$ cat src/rtl/core/i2cmsd_pkg.sv
// Package with the target codes, register indexes and frame constants of the I2C slave decoder.
package i2cmsd_pkg;

   localparam int unsigned ADDR_W   = 7;
   localparam int unsigned CSR_IDX_W = 2;

   typedef logic [ADDR_W-1:0] addr_type;
   typedef logic [CSR_IDX_W-1:0] csr_idx_type;

   localparam csr_idx_type CSR_CODEC_ADDR   = 2'd0;
   localparam csr_idx_type CSR_DISPLAY_ADDR = 2'd1;
   localparam csr_idx_type CSR_TOUCH_ADDR   = 2'd2;

   localparam addr_type CODEC_ADDR_RESET   = 7'h48;
   localparam addr_type DISPLAY_ADDR_RESET = 7'h38;
   localparam addr_type TOUCH_ADDR_RESET   = 7'h49;

   localparam logic [1:0] TGT_CODEC   = 2'd0;
   localparam logic [1:0] TGT_DISPLAY = 2'd1;
   localparam logic [1:0] TGT_TOUCH   = 2'd2;

   localparam logic FETCH_CODEC = 1'b0;
   localparam logic FETCH_TOUCH = 1'b1;

   localparam logic [7:0] FRAME_PEN_STATUS = 8'h83;
   localparam logic [7:0] FRAME_TRAILER    = 8'h0A;
   localparam logic [3:0] BITS_PER_BYTE    = 4'd8;

   function automatic logic [7:0] display_frame_byte(input logic [7:0] idx,
                                                     input logic pen,
                                                     input logic [11:0] x,
                                                     input logic [11:0] y);
      logic [7:0] result;
      result = 8'h00;
      unique case (idx)
         8'd1: result = pen ? FRAME_PEN_STATUS : 8'h00;
         8'd2: result = pen ? x[11:4] : 8'h00;
         8'd3: result = pen ? y[11:4] : 8'h00;
         8'd4: result = pen ? {x[3:0], y[3:0]} : 8'h00;
         8'd6: result = FRAME_TRAILER;
         default: result = 8'h00;
      endcase
      return result;
   endfunction

endpackage

$ cat src/rtl/core/i2c_multi_slave_bus_decoder.sv
// Top level of the three-address I2C slave that decodes sampled SCL and SDA line levels.
// The block accepts one line sample per clock cycle while the response is not stalled. A request
// is first held in the input register; the decode pass then fills the result register from it,
// unless a stalled response blocks it. A stalled response holds the result
// register, and the input register still takes one more request behind it.
module i2c_multi_slave_bus_decoder (
   input  logic                     clock,
   input  logic                     reset,
   input  logic                     csr_valid,
   output logic                     csr_ready,
   input  i2cmsd_pkg::csr_idx_type  csr_index,
   input  i2cmsd_pkg::addr_type     csr_data,
   input  logic                     req_valid,
   output logic                     req_ready,
   input  logic                     req_scl_level,
   input  logic                     req_sda_level,
   input  logic [7:0]               req_read_data,
   input  logic                     req_pen_down,
   input  logic [11:0]              req_touch_x,
   input  logic [11:0]              req_touch_y,
   output logic                     rsp_valid,
   input  logic                     rsp_ready,
   output logic                     rsp_sda_release,
   output logic                     rsp_write_valid,
   output logic [1:0]               rsp_write_target,
   output logic [6:0]               rsp_write_register,
   output logic [7:0]               rsp_write_byte,
   output logic                     rsp_fetch_valid,
   output logic                     rsp_fetch_target,
   output logic [6:0]               rsp_fetch_register,
   output logic                     rsp_address_error,
   output logic                     rsp_bus_active
);
   import i2cmsd_pkg::*;

   addr_type codec_addr_ff, display_addr_ff, touch_addr_ff;

   logic        in_valid_ff;
   logic        scl_ff, sda_ff, pen_ff;
   logic [7:0]  rdata_ff;
   logic [11:0] tx_ff, ty_ff;
   logic        advance;

   logic       last_scl_ff, last_sda_ff, in_transfer_ff, transmitting_ff, selected_ff;
   logic       read_mode_ff, nack_seen_ff, pointer_loaded_ff, increment_on_ff, sda_drive_ff;
   logic [3:0] bit_count_ff;
   logic [7:0] shift_reg_ff, byte_count_ff, tx_shift_ff;
   addr_type   slave_addr_ff, reg_pointer_ff;

   logic       last_scl_in, last_sda_in, in_transfer_in, transmitting_in, selected_in;
   logic       read_mode_in, nack_seen_in, pointer_loaded_in, increment_on_in, sda_drive_in;
   logic [3:0] bit_count_in;
   logic [7:0] shift_reg_in, byte_count_in, tx_shift_in;
   addr_type   slave_addr_in, reg_pointer_in;

   logic       w_valid, f_valid, f_tgt, a_err;
   logic [1:0] w_tgt;
   logic [6:0] w_reg, f_reg;
   logic [7:0] w_byte;

   logic       rsp_valid_ff;
   logic       sda_release_ff, write_valid_ff, fetch_valid_ff, fetch_target_ff;
   logic       address_error_ff, bus_active_ff;
   logic [1:0] write_target_ff;
   logic [6:0] write_register_ff, fetch_register_ff;
   logic [7:0] write_byte_ff;

   logic [7:0] shifted;
   logic [1:0] cur_target;
   addr_type   new_addr;
   logic       new_known, ack, nack_next, tx_next;

   assign csr_ready = 1'b1;
   assign advance   = in_valid_ff && (!rsp_valid_ff || rsp_ready);
   assign req_ready = !in_valid_ff || advance;

   always_ff @(posedge clock) begin
      if (reset) begin
         codec_addr_ff   <= CODEC_ADDR_RESET;
         display_addr_ff <= DISPLAY_ADDR_RESET;
         touch_addr_ff   <= TOUCH_ADDR_RESET;
      end else if (csr_valid) begin
         unique case (csr_index)
            CSR_CODEC_ADDR:   codec_addr_ff   <= csr_data;
            CSR_DISPLAY_ADDR: display_addr_ff <= csr_data;
            CSR_TOUCH_ADDR:   touch_addr_ff   <= csr_data;
            default: ;
         endcase
      end
   end

   always_ff @(posedge clock) begin
      if (reset) begin
         in_valid_ff <= 1'b0;
      end else if (req_ready) begin
         in_valid_ff <= req_valid;
      end
   end

   always_ff @(posedge clock) begin
      if (req_valid && req_ready) begin
         scl_ff   <= req_scl_level;
         sda_ff   <= req_sda_level;
         rdata_ff <= req_read_data;
         pen_ff   <= req_pen_down;
         tx_ff    <= req_touch_x;
         ty_ff    <= req_touch_y;
      end
   end

   assign shifted   = {shift_reg_ff[6:0], sda_ff};
   assign new_addr  = shifted[7:1];
   assign new_known = (new_addr == codec_addr_ff) || (new_addr == display_addr_ff) ||
                      (new_addr == touch_addr_ff);
   assign ack       = !transmitting_ff && selected_ff &&
                      ((byte_count_ff == 8'd0) || !read_mode_ff);
   assign nack_next = transmitting_ff ? sda_ff : nack_seen_ff;
   assign tx_next   = selected_ff && read_mode_ff && !nack_next;

   always_comb begin
      priority if (slave_addr_ff == display_addr_ff) begin
         cur_target = TGT_DISPLAY;
      end else if (slave_addr_ff == touch_addr_ff) begin
         cur_target = TGT_TOUCH;
      end else begin
         cur_target = TGT_CODEC;
      end
   end

   always_comb begin
      last_scl_in       = scl_ff;
      last_sda_in       = sda_ff;
      in_transfer_in    = in_transfer_ff;
      transmitting_in   = transmitting_ff;
      selected_in       = selected_ff;
      read_mode_in      = read_mode_ff;
      nack_seen_in      = nack_seen_ff;
      pointer_loaded_in = pointer_loaded_ff;
      increment_on_in   = increment_on_ff;
      sda_drive_in      = sda_drive_ff;
      bit_count_in      = bit_count_ff;
      shift_reg_in      = shift_reg_ff;
      byte_count_in     = byte_count_ff;
      tx_shift_in       = tx_shift_ff;
      slave_addr_in     = slave_addr_ff;
      reg_pointer_in    = reg_pointer_ff;
      w_valid = 1'b0;
      w_tgt   = TGT_CODEC;
      w_reg   = 7'd0;
      w_byte  = 8'd0;
      f_valid = 1'b0;
      f_tgt   = FETCH_CODEC;
      f_reg   = 7'd0;
      a_err   = 1'b0;

      if (scl_ff && last_scl_ff) begin
         if (last_sda_ff && !sda_ff) begin
            in_transfer_in  = 1'b1;
            bit_count_in    = 4'd0;
            shift_reg_in    = 8'd0;
            transmitting_in = 1'b0;
            byte_count_in   = 8'd0;
            selected_in     = 1'b0;
            nack_seen_in    = 1'b0;
            sda_drive_in    = 1'b1;
         end else if (!last_sda_ff && sda_ff) begin
            in_transfer_in = 1'b0;
            sda_drive_in   = 1'b1;
         end
      end else if (in_transfer_ff) begin
         if (last_scl_ff && !scl_ff) begin
            if (bit_count_ff < BITS_PER_BYTE) begin
               sda_drive_in = (transmitting_ff && selected_ff) ?
                              tx_shift_ff[~bit_count_ff[2:0]] : 1'b1;
            end else begin
               sda_drive_in = !ack;
            end
         end else if (!last_scl_ff && scl_ff) begin
            if (bit_count_ff < BITS_PER_BYTE) begin
               bit_count_in = bit_count_ff + 4'd1;
               if (!transmitting_ff) begin
                  shift_reg_in = shifted;
               end
               if ((bit_count_ff == BITS_PER_BYTE - 4'd1) && !transmitting_ff) begin
                  if (byte_count_ff == 8'd0) begin
                     slave_addr_in     = new_addr;
                     read_mode_in      = shifted[0];
                     selected_in       = new_known;
                     pointer_loaded_in = 1'b0;
                     a_err             = !new_known;
                  end else if (selected_ff && !read_mode_ff) begin
                     if ((cur_target == TGT_CODEC) && !pointer_loaded_ff) begin
                        reg_pointer_in    = shifted[6:0];
                        increment_on_in   = shifted[7];
                        pointer_loaded_in = 1'b1;
                     end else begin
                        w_valid = 1'b1;
                        w_tgt   = cur_target;
                        w_byte  = shifted;
                        if (cur_target == TGT_CODEC) begin
                           w_reg = reg_pointer_ff;
                           if (increment_on_ff) begin
                              reg_pointer_in = reg_pointer_ff + 7'd1;
                           end
                        end
                     end
                  end
               end
            end else begin
               nack_seen_in    = nack_next;
               bit_count_in    = 4'd0;
               shift_reg_in    = 8'd0;
               byte_count_in   = byte_count_ff + 8'd1;
               transmitting_in = tx_next;
               if (tx_next) begin
                  unique case (cur_target)
                     TGT_DISPLAY: begin
                        tx_shift_in = display_frame_byte(byte_count_in, pen_ff, tx_ff, ty_ff);
                     end
                     TGT_TOUCH: begin
                        tx_shift_in = rdata_ff;
                        f_valid     = 1'b1;
                        f_tgt       = FETCH_TOUCH;
                     end
                     default: begin
                        tx_shift_in = rdata_ff;
                        f_valid     = 1'b1;
                        f_tgt       = FETCH_CODEC;
                        f_reg       = reg_pointer_ff;
                        if (increment_on_ff) begin
                           reg_pointer_in = reg_pointer_ff + 7'd1;
                        end
                     end
                  endcase
               end
            end
         end
      end
   end

   always_ff @(posedge clock) begin
      if (reset) begin
         last_scl_ff       <= 1'b1;
         last_sda_ff       <= 1'b1;
         in_transfer_ff    <= 1'b0;
         transmitting_ff   <= 1'b0;
         selected_ff       <= 1'b0;
         read_mode_ff      <= 1'b0;
         nack_seen_ff      <= 1'b0;
         pointer_loaded_ff <= 1'b0;
         increment_on_ff   <= 1'b0;
         sda_drive_ff      <= 1'b1;
         bit_count_ff      <= 4'd0;
         shift_reg_ff      <= 8'd0;
         byte_count_ff     <= 8'd0;
         tx_shift_ff       <= 8'd0;
         slave_addr_ff     <= 7'd0;
         reg_pointer_ff    <= 7'd0;
      end else if (advance) begin
         last_scl_ff       <= last_scl_in;
         last_sda_ff       <= last_sda_in;
         in_transfer_ff    <= in_transfer_in;
         transmitting_ff   <= transmitting_in;
         selected_ff       <= selected_in;
         read_mode_ff      <= read_mode_in;
         nack_seen_ff      <= nack_seen_in;
         pointer_loaded_ff <= pointer_loaded_in;
         increment_on_ff   <= increment_on_in;
         sda_drive_ff      <= sda_drive_in;
         bit_count_ff      <= bit_count_in;
         shift_reg_ff      <= shift_reg_in;
         byte_count_ff     <= byte_count_in;
         tx_shift_ff       <= tx_shift_in;
         slave_addr_ff     <= slave_addr_in;
         reg_pointer_ff    <= reg_pointer_in;
      end
   end

   always_ff @(posedge clock) begin
      if (reset) begin
         rsp_valid_ff <= 1'b0;
      end else if (advance) begin
         rsp_valid_ff <= 1'b1;
      end else if (rsp_ready) begin
         rsp_valid_ff <= 1'b0;
      end
   end

   always_ff @(posedge clock) begin
      if (advance) begin
         sda_release_ff    <= sda_drive_in;
         write_valid_ff    <= w_valid;
         write_target_ff   <= w_tgt;
         write_register_ff <= w_reg;
         write_byte_ff     <= w_byte;
         fetch_valid_ff    <= f_valid;
         fetch_target_ff   <= f_tgt;
         fetch_register_ff <= f_reg;
         address_error_ff  <= a_err;
         bus_active_ff     <= in_transfer_in;
      end
   end

   assign rsp_valid          = rsp_valid_ff;
   assign rsp_sda_release    = sda_release_ff;
   assign rsp_write_valid    = write_valid_ff;
   assign rsp_write_target   = write_target_ff;
   assign rsp_write_register = write_register_ff;
   assign rsp_write_byte     = write_byte_ff;
   assign rsp_fetch_valid    = fetch_valid_ff;
   assign rsp_fetch_target   = fetch_target_ff;
   assign rsp_fetch_register = fetch_register_ff;
   assign rsp_address_error  = address_error_ff;
   assign rsp_bus_active     = bus_active_ff;

endmodule

$ cat config.mk
export PLATFORM = sky130hd
export DESIGN_NAME = i2c_multi_slave_bus_decoder
export DESIGN_NICKNAME = d
export VERILOG_FILES = /design/src/rtl/core/i2cmsd_pkg.sv /design/src/rtl/core/i2c_multi_slave_bus_decoder.sv
export SDC_FILE = /design/constraint.sdc
export NUM_CORES = 1
export LEC_CHECK = 0
export BUFFER_PORTS_ARGS = -buffer_cell sky130_fd_sc_hd__buf_2
export CAP_MARGIN = 20
export CORE_MARGIN = 3
export CORE_UTILIZATION = 45
export CTS_CLUSTER_DIAMETER = 60
export DETAILED_ROUTE_END_ITERATION = 8
export MAX_ROUTING_LAYER = met4
export PLACE_DENSITY_LB_ADDON = 0.25
export SYNTH_ARGS = -nofsm -noshare
export SYNTH_HDL_FRONTEND = slang
export SYNTH_SLANG_ARGS = --single-unit
$ cat constraint.sdc
create_clock -name clock -period 6 [get_ports clock]
set_clock_uncertainty 0.15 [all_clocks]
set_input_delay 0.6 -clock clock [delete_from_list [all_inputs] [get_ports clock]]
set_output_delay 0.6 -clock clock [all_outputs]
set_load 0.02 [all_outputs]
==> reports/metrics.cfg, run 1 <==
[timing]
tightestPinTransition_ns=0.953
setup_tns_ns=0
timing.final.crit_share=0.479
finalHoldViolations=0
maxSlewHeadroom=0.360
fmax_mhz=348
grt_setup_unrepaired=no
final-setup-viol-count=0
worst_slack_ns=3.13
drv_slew=0
period_needed_ns=2.87
whs_ns=0.205

[cells_and_area]
fin_nets=721
final_cells=859
area_growth_pct=18.1
final_common_cell=nor2_1
final_util=0.544
diodes=0
nFillCells=1208
drive_gt1_frac=0.196
final_cell_mix=82 x nor2_1, 80 x buf_2, 74 x dfxtp_1, 65 x edfxtp_1, 32 x a21oi_1

[placement]
gp_congestion=0.842
dpl.cell_count=827
place_hpwl_mm=9.52
portBuffers=80
dp_slack_ns=3.21

[run_status]
status=finished, final reports clean

[cts]
tritoncts=built
cts_max_path_buffers=2
insertion_delay_ns=0.41
clkTransAtPathRegs_ns=0.06
post_cts_buffers=0
htreeDepth=4
cts-root-buf=clkbuf_16
cts_hold_buf=0
cts_resized=0
numCtsBuffers=17
cts_sinks=139

[synth]
seq_area_frac_synth=0.535
synth.largest_area_cell=edfxtp_1
netlist_area_sq_um=6420
ys.flop_type=dfxtp_1
synth.net_count=655
synth_top_area_share=0.304
synth_edf_count=65
ys_seq_elements=139
yosysWarnings=0
synth_cell_types=75
synthArstFlopShare=0
synth.avg_cell_area_sq_um=10.7
netlist_instances=600
synth.top_cells.by_area=edfxtp_1 30%, dfxtp_1 23%, nor2_1 4.8%

[critical_path]
startpoint=touch_addr_ff[5]
required_ns=6.12
r2r-start=touch_addr_ff[5]
slowest_stage=nand3_1
crit_arrival_ns=2.99
crit_type=register to register
endpoint_kind=register
start_kind=register
slowest_delay_ns=0.79
crit_chain=xor2_1, nor4_1, nand4_1, nand3_1, mux2i_1, o32ai_1
worstPathMaxFanout=14

[drt]
drt_first_pass_iters=4
via_per_inst=5.44
drt_wl_total_mm=13.8
final_antenna_net_count=0
drc_errors=0
vias=4672
drt_iter0_drc=310
post_drt_wl_per_cell_um=16.0

[power]
p_leak_uw=0.00284
peakVddDrop_mv=0.185
power_density_nw_per_um2=310

[die]
pin_count=82
core_region_area_sq_um=13900
die_x_um=125
rows=43
fp.dieArea_sq_um=15700
die_height_um=125
initial_utilization=0.460

[global_routing]
grt_pass1_wl_mm=22.7
antenna_found_initial=0
grt_pass1_vias=4591
track_usage=0.184
grt-ovfl-total=0
grt_max_degree=77

[min_path]
hold_class=input pin to register
hp-start=req_touch_y[8]

[job]
maxCapViolCount=0

Yosys cell counts (10+ instances only):
| cell | n |
|---|---|
| a21oi_1 | 32 |
| a22oi_1 | 13 |
| and2_1 | 16 |
| and3_1 | 12 |
| clkbuf_1 | 21 |
| dfxtp_1 | 74 |
| edfxtp_1 | 65 |
| inv_1 | 18 |
| mux2i_1 | 29 |
| nand2_1 | 20 |
| nand4_1 | 13 |
| nor2_1 | 82 |
| nor3_1 | 16 |
| nor4_1 | 11 |
| o21ai_0 | 10 |
| xnor2_1 | 17 |
| xor2_1 | 22 |
worst paths after layout:
path,to,slack (ns),depth (start not counted)
min,ty_ff[8],0.21,1
min reg2reg,tx_shift_ff[2],0.35,2
max reg2reg,reg_pointer_ff[3],3.13,6
max,reg_pointer_ff[3],3.13,6
where the power goes:
group,internal [uW],switching [uW]
Combinational,39.1,64.9
Clock,818,381
Sequential,1030,17.7
registers in the layout, summed over array words and instances, names as in the netlist, 8 cells and up:
| name | count |
|---|---|
| rdata_ff | 8 |
| tx_ff | 12 |
| tx_shift_ff | 8 |
| ty_ff | 12 |
| byte_count_ff | 8 |
| rsp_write_byte | 8 |
per-layer routing:
metal | wire (um) | global-route usage
met2 | 6980 | 0.303
met5 | 0 | -
met1 | 5940 | 0.219
met4 | 159 | 0.0523
met3 | 691 | 0.0547
cells by family (layout without fill, tap and decap cells):
kind of cell / count (synthesis) / in the layout / synth area share
AND/OR/NAND/NOR: 218 / 218 / 0.186
flip-flops: 139 / 139 / 0.535
AO/OA/AOI/OAI: 106 / 106 / 0.116
buffers and inverters: 58 / 137 / 0.0413
XOR/XNOR: 39 / 39 / 0.0532
multiplexers: 32 / 32 / 0.0540
adder cells (fa/ha/maj): 7 / 7 / 0.0133
other: 1 / 1 / 0.000584
critical path, delay by kind of cell, from the launching register on:
kind,cells,cell delay (ns)
AOI/OAI and AO/OA,1,0.11
xor gates and xnor gates,1,0.16
DFF,1,0.34
and+or+nand+nor,3,1.70
muxes,1,0.27
final cells by class:
cell class	instances	area [sq um]	share of cell area
inverters	19	71.3	0.00941
flip-flops and latches	139	3430	0.453
multi-input cells	403	2720	0.359
clock buffers	19	433	0.0571
clock inverters	13	246	0.0325
well taps	180	225	0.0297
repair buffers	86	445	0.0588
per-stage QoR:
step	area [sq um]	total power (uW)
6_report	7580	2350
5_1_grt	7580	2430
3_3_place_gp	6890	1160
3_5_place_dp	6900	1170
2_1_floorplan	6420	1120
4_1_cts	7580	2370
Note: power is estimated with default switching activity, not from simulation.
==> run 2, diff against run 1 <==
- ABC_AREA: default -> 1
- clock period: 6 -> 2.36 ns (I/O delays scaled with it)
==> reports/metrics.cfg, run 2 <==
[run_status]
status=finished, final reports clean  ; unchanged

[drt]
final_antenna_net_count=0  ; unchanged
drt_wl_total_mm=14.7  ; was 13.8 mm
drt_iter0_drc=334  ; was 310
drt_first_pass_iters=5  ; was 4
post_drt_wl_per_cell_um=13.5  ; was 16.0 um
vias=5424  ; was 4672
drc_errors=0  ; unchanged
via_per_inst=4.97  ; was 5.44

[critical_path]
slowest_stage=dfxtp_2  ; was nand3_1
reg2regPathDepth=13  ; was 6
r2r-start=byte_count_ff[0]  ; was touch_addr_ff[5]
required_ns=2.53  ; was 6.12 ns
reg2reg_slack_ns=0.19  ; was 3.13 ns
start_kind=register  ; unchanged
crit_arrival_ns=2.34  ; was 2.99 ns
reg2reg_to=reg_pointer_ff[2]  ; was reg_pointer_ff[3]
cp_top_family=simple AND/OR/NAND/NOR gates  ; unchanged
crit_type=register to register  ; unchanged
worstPathMaxFanout=9  ; was 14
slowest_delay_ns=0.40  ; was 0.79 ns
endpoint_kind=register  ; unchanged
cpMostUsedCell=inv_1
crit_chain=inv_1, ha_1, inv_1, nor3_1, nand3_1, inv_1, nor2_1, nor2_1, nor3_4, buf_4, o21ai_1, o21ai_1, inv_1  ; was xor2_1, nor4_1, nand4_1, nand3_1, mux2i_1, o32ai_1
path_buf_inv=5  ; was 0

[power]
pwr-share-clk=0.470  ; was 0.511
p_leak_uw=0.00337  ; was 0.00284 uW
switchingPower_uw=1230  ; was 464 uW
finalPower_uw=5780  ; was 2350 uW
power_density_nw_per_um2=695  ; was 310 nW/um^2
comb_power_share=0.066  ; was 0.044
peakVddDrop_mv=0.508  ; was 0.185 mV
swShare=0.212  ; was 0.198
intPower_uw=4550  ; was 1880 uW
p_seq_frac=0.464  ; was 0.445

[placement]
place_hpwl_mm=10.2  ; was 9.52 mm
gp_congestion=0.880  ; was 0.842
portBuffers=80  ; unchanged

[synth]
synth.net_count=815  ; was 655
synth_edf_count=65  ; unchanged
netlist_instances=760  ; was 600
synth.top_cells.by_area=edfxtp_1 30%, dfxtp_1 22%, nand2_1 7.8%  ; was edfxtp_1 30%, dfxtp_1 23%, nor2_1 4.8%
synth_most_common_cell=nand2_1  ; was nor2_1
ys_seq_elements=139  ; unchanged
synth_commonest_cells=137 x nand2_1, 95 x nor2_1, 78 x inv_1  ; was 82 x nor2_1, 74 x dfxtp_1, 65 x edfxtp_1
synthArstFlopShare=0  ; unchanged
seq_area_frac_synth=0.521  ; was 0.535
ys.flop_type=dfxtp_1  ; unchanged
netlist_area_sq_um=6590  ; was 6420 sq um
synth_top_area_share=0.296  ; was 0.304
synth.largest_area_cell=edfxtp_1  ; unchanged
yosysWarnings=0  ; unchanged
synth_cell_types=44  ; was 75
synth.avg_cell_area_sq_um=8.67  ; was 10.7 sq um

[cells_and_area]
fin_nets=953  ; was 721
diodes=0  ; unchanged
area_growth_pct=26.0  ; was 18.1%
ff_latch_area_sq_um=3430  ; about the same
final_cell_mix=136 x nand2_1, 95 x nor2_1, 80 x buf_2, 78 x inv_1, 73 x dfxtp_1  ; was 82 x nor2_1, 80 x buf_2, 74 x dfxtp_1, 65 x edfxtp_1, 32 x a21oi_1
drive_gt1_frac=0.179  ; was 0.196
nFillCells=1254  ; was 1208
multi_input_area_sq_um=2720  ; about the same
reg_top3=tx_ff x12, ty_ff x12  ; unchanged
final_common_cell=nand2_1  ; was nor2_1

[timing]
tightestPinTransition_ns=0.682  ; was 0.953 ns
maxSlewHeadroom=0.545  ; was 0.360
setup_tns_ns=0  ; unchanged
timing.final.crit_share=0.921  ; was 0.479
drv_slew=0  ; unchanged
finalHoldViolations=0  ; unchanged
grt_setup_unrepaired=no  ; unchanged
whs_ns=0.117  ; was 0.205 ns
fmax_mhz=460  ; was 348 MHz
final-setup-viol-count=0  ; unchanged
period_needed_ns=2.17  ; was 2.87 ns

[job]
maxCapViolCount=0  ; unchanged

[cts]
numCtsBuffers=17  ; unchanged
insertion_delay_ns=0.42  ; was 0.41 ns
clkTransAtPathRegs_ns=0.05  ; was 0.06 ns
cts_sinks=139  ; unchanged
cts-root-buf=clkbuf_16  ; unchanged
tritoncts=built  ; unchanged
htreeDepth=4  ; unchanged
cts_max_path_buffers=2  ; unchanged

[min_path]
hp-start=csr_index[1]  ; was req_touch_y[8]
hold_class=input pin to register  ; unchanged
hold_end=codec_addr_ff[3]  ; was ty_ff[8]
hold_depth=5  ; was 1

[global_routing]
grt_pass1_wl_mm=24.7  ; was 22.7 mm
antenna_found_initial=0  ; unchanged
grt_max_degree=38  ; was 77
track_usage=0.195  ; was 0.184
grt_pass1_vias=5236  ; was 4591
grt-ovfl-total=0  ; unchanged

[die]
fp.dieArea_sq_um=16100  ; was 15700 sq um
die_x_um=127  ; was 125 um
die_height_um=127  ; was 125 um
initial_utilization=0.468  ; was 0.460
core_region_area_sq_um=14100  ; was 13900 sq um
rows=43  ; unchanged
pin_count=82  ; unchanged

==> run 2: cell types whose count changed in the layout (fill, tap and decap cells not counted), moves of 20 or more <==
cell / change
nand2_1: +116
inv_1: +60
dlygate4sd3_1: +44
o21ai_0: +20
mux2i_1: -29
nand3_1: +36
==> run 2: layout make-up <==
class	count	share of cell area
Timing Repair Buffer	146	0.121
Clock buffer	24	0.0544
Sequential cell	139	0.414
Multi-Input combinational cell	508	0.328
Inverter	86	0.0389
Tap cell	180	0.0271
Clock inverter	8	0.0172
==> run 2: power groups by stage <==
stage / registers [uW] / clock network [uW] / logic, uW
floorplan: 2730 / 0 / 188
global placement: 2720 / 0 / 323
detailed placement: 2730 / 0 / 329
CTS: 2680 / 2760 / 384
global route: 2690 / 2870 / 428
finish: 2680 / 2710 / 383
==> run 2: worst max-delay path by stage <==
stage,to,cells after the start,from,slack [ns]
2_1_floorplan,nack_seen_ff,8,rsp_valid,0.11
3_3_place_gp,reg_pointer_ff[2],12,byte_count_ff[0],0.17
3_5_place_dp,reg_pointer_ff[2],12,byte_count_ff[0],0.1
4_1_cts,reg_pointer_ff[2],12,byte_count_ff[0],0.08
5_1_grt,reg_pointer_ff[0],12,byte_count_ff[0],0.002
6_report,reg_pointer_ff[2],13,byte_count_ff[0],0.19
==> run 2: metal layers <==
layer | GRT usage | part of all wire
met4 | 0.0612 | 0.014
met5 | - | 0
met1 | 0.257 | 0.48
met3 | 0.0447 | 0.042
met2 | 0.303 | 0.47
==> run 2: what timing repair did <==
| action | CTS | global route |
|---|---|---|
| endpoints found under the setup margin | 0 | 28 |
| setup buffers | 0 | 1 |
| resized for setup | 0 | 4 |
| hold buffers | 44 | 0 |
| hold endpoints to repair | 58 | 0 |
==> run 2: per-stage QoR <==
stage | instances | cell area, sq um | worst slack (ns) | util
global route | 1091 | 8310 | 0.00183 | 0.589
finish | 1091 | 8310 | 0.185 | 0.589
detailed placement | 1014 | 7250 | 0.0979 | 0.514
floorplan | 760 | 6590 | 0.111 | -
global placement | 1014 | 7250 | 0.174 | 0.514
CTS | 1090 | 8280 | 0.0792 | 0.588
==> run 2: kinds of logic after synthesis <==
kind of cell / share of synthesized area
buffers and inverters: 0.0685
XOR/XNOR: 0.0530
adder cells (fa/ha/maj): 0.0114
AND/OR/NAND/NOR: 0.249
other: 0.000569
flip-flops: 0.521
AO/OA/AOI/OAI: 0.0972
==> run 2: worst min-delay path, cell delays in order <==
cell and delay [ns]:
buf_2 0.09, nor3_1 0.04, buf_4 0.15, nand2_1 0.05, nand3_1 0.06
==> run 3, diff against run 2 <==
- ABC_AREA: 1 -> default
==> reports/metrics.cfg, run 3 (same netlist as run 1, synthesis figures left out) <==
[critical_path]
crit_arrival_ns=2.40  ; was 2.34 ns
r2r-start=bit_count_ff[0]  ; was byte_count_ff[0]
endpoint_kind=register  ; unchanged
crit_type=register to register  ; unchanged
startpoint=bit_count_ff[0]  ; was byte_count_ff[0]
start_kind=register  ; unchanged
worstPathMaxFanout=9  ; unchanged
reg2regPathDepth=7  ; was 13
required_ns=2.50  ; was 2.53 ns

[global_routing]
antenna_found_initial=0  ; unchanged
grt_pass1_vias=5101  ; was 5236
grt_max_degree=56  ; was 38
track_usage=0.201  ; was 0.195
grt_pass1_wl_mm=24.8  ; was 24.7 mm
grt-ovfl-total=0  ; unchanged

[cells_and_area]
reg_top3=tx_ff x12, ty_ff x12  ; unchanged
diodes=0  ; unchanged
final_util=0.592  ; was 0.589
drive_gt1_frac=0.230  ; was 0.179
final_cell_mix=80 x nor2_1, 80 x buf_2, 72 x dfxtp_1, 65 x edfxtp_1, 44 x dlygate4sd3_1  ; was 136 x nand2_1, 95 x nor2_1, 80 x buf_2, 78 x inv_1, 73 x dfxtp_1
fin_nets=799  ; was 953
nFillCells=1138  ; was 1254
area_growth_pct=28.6  ; was 26.0%

[timing]
timing.final.crit_share=0.955  ; was 0.921
final-setup-viol-count=0  ; unchanged
grt_setup_unrepaired=yes  ; was no
finalHoldViolations=0  ; unchanged
drv_slew=0  ; unchanged
maxSlewHeadroom=0.624  ; was 0.545
worst_slack_ns=0.106  ; was 0.185 ns
whs_ns=0.0940  ; was 0.117 ns
tightestPinTransition_ns=0.562  ; was 0.682 ns
fmax_mhz=444  ; was 460 MHz
period_needed_ns=2.25  ; was 2.17 ns

[die]
rows=43  ; unchanged
core_region_area_sq_um=13900  ; was 14100 sq um
pin_count=82  ; unchanged
die_height_um=125  ; was 127 um
die_x_um=125  ; was 127 um
initial_utilization=0.460  ; was 0.468
fp.dieArea_sq_um=15700  ; was 16100 sq um

[power]
power_density_nw_per_um2=696  ; was 695 nW/um^2
p_leak_uw=0.00314  ; was 0.00337 uW
intPower_uw=4550  ; about the same
peakVddDrop_mv=0.531  ; was 0.508 mV
switchingPower_uw=1190  ; was 1230 uW
pwr-share-clk=0.479  ; was 0.470
swShare=0.207  ; was 0.212
p_seq_frac=0.461  ; was 0.464
comb_power_share=0.060  ; was 0.066

[min_path]
hold_depth=2  ; was 5
hold_class=input pin to register  ; unchanged
hp-start=reset  ; was csr_index[1]

[cts]
cts_sinks=139  ; unchanged
cts-root-buf=clkbuf_16  ; unchanged
post_cts_buffers=0  ; unchanged
cts_max_path_buffers=2  ; unchanged
numCtsBuffers=17  ; unchanged
tritoncts=built  ; unchanged
clkTransAtPathRegs_ns=0.06  ; was 0.05 ns
htreeDepth=4  ; unchanged
insertion_delay_ns=0.43  ; was 0.42 ns

[drt]
via_per_inst=5.41  ; was 4.97
drt_wl_total_mm=14.7  ; about the same
drc_errors=0  ; unchanged
drt_iter0_drc=262  ; was 334
vias=5072  ; was 5424
post_drt_wl_per_cell_um=15.7  ; was 13.5 um
final_antenna_net_count=0  ; unchanged
drt_first_pass_iters=4  ; was 5

[placement]
portBuffers=80  ; unchanged
place_hpwl_mm=10.1  ; was 10.2 mm
gp_congestion=0.881  ; was 0.880
dp_slack_ns=-0.00669  ; was 0.0979 ns

[run_status]
status=finished, final reports clean  ; unchanged

[job]
maxCapViolCount=0  ; unchanged

## run 3: cell type report
class | instances | area, sq um | share of cell area
inverters | 19 | 72.6 | 0.00880
clock buffers | 23 | 458 | 0.0555
flip-flops and latches | 139 | 3440 | 0.416
multi-input cells | 403 | 2760 | 0.334
repair buffers | 164 | 1150 | 0.140
well taps | 180 | 225 | 0.0273
clock inverters | 9 | 146 | 0.0177
## run 3: metrics by stage
step	cell area (sq um)	power, uW	setup TNS [ns]	instances
after floorplan	6420	2860	0	600
after global placement	7170	2980	0	861
after detailed placement	7170	2990	-0.00669	861
after CTS	8210	5780	0	937
after global routing	8250	5940	-0.0127	937
final	8250	5750	0	937
## run 3: power by group through the flow
stage          registers, uW  logic [uW]  clock network (uW)
2_1_floorplan           2720         135                   0
3_3_place_gp            2700         282                   0
3_5_place_dp            2700         287                   0
4_1_cts                 2650         343                2790
5_1_grt                 2660         379                2900
6_report                2650         345                2750
## run 3: path summary, 6_finish.rpt
kind                        to  slack, ns
max          rsp_write_byte[1]       0.11
min            bit_count_ff[3]       0.09
max reg2reg  rsp_write_byte[1]       0.11
min reg2reg       sda_drive_ff       0.34
## run 3: repair_timing
item	in CTS	in global routing
pin swaps	0	1
endpoints found under the hold margin	51	0
hold buffers	44	0
resized for setup	1	8
setup endpoints to repair	5	25
## run 3: metal layers
metal | global-route usage | share of wire | vias up
li1 | - | - | 2474
met1 | 0.228 | 0.42 | 2445
met2 | 0.345 | 0.52 | 125
met3 | 0.0474 | 0.041 | 28
met4 | 0.0740 | 0.019 | 0
met5 | - | 0 | -
## run 3: critical path, stage by stage (launching register included)
cell	delay, ns
dfxtp_1	0.34
ha_1	0.25
nand4bb_4	0.13
or3b_4	0.44
inv_1	0.10
nand3_1	0.19
a21oi_2	0.34
and2_1	0.18
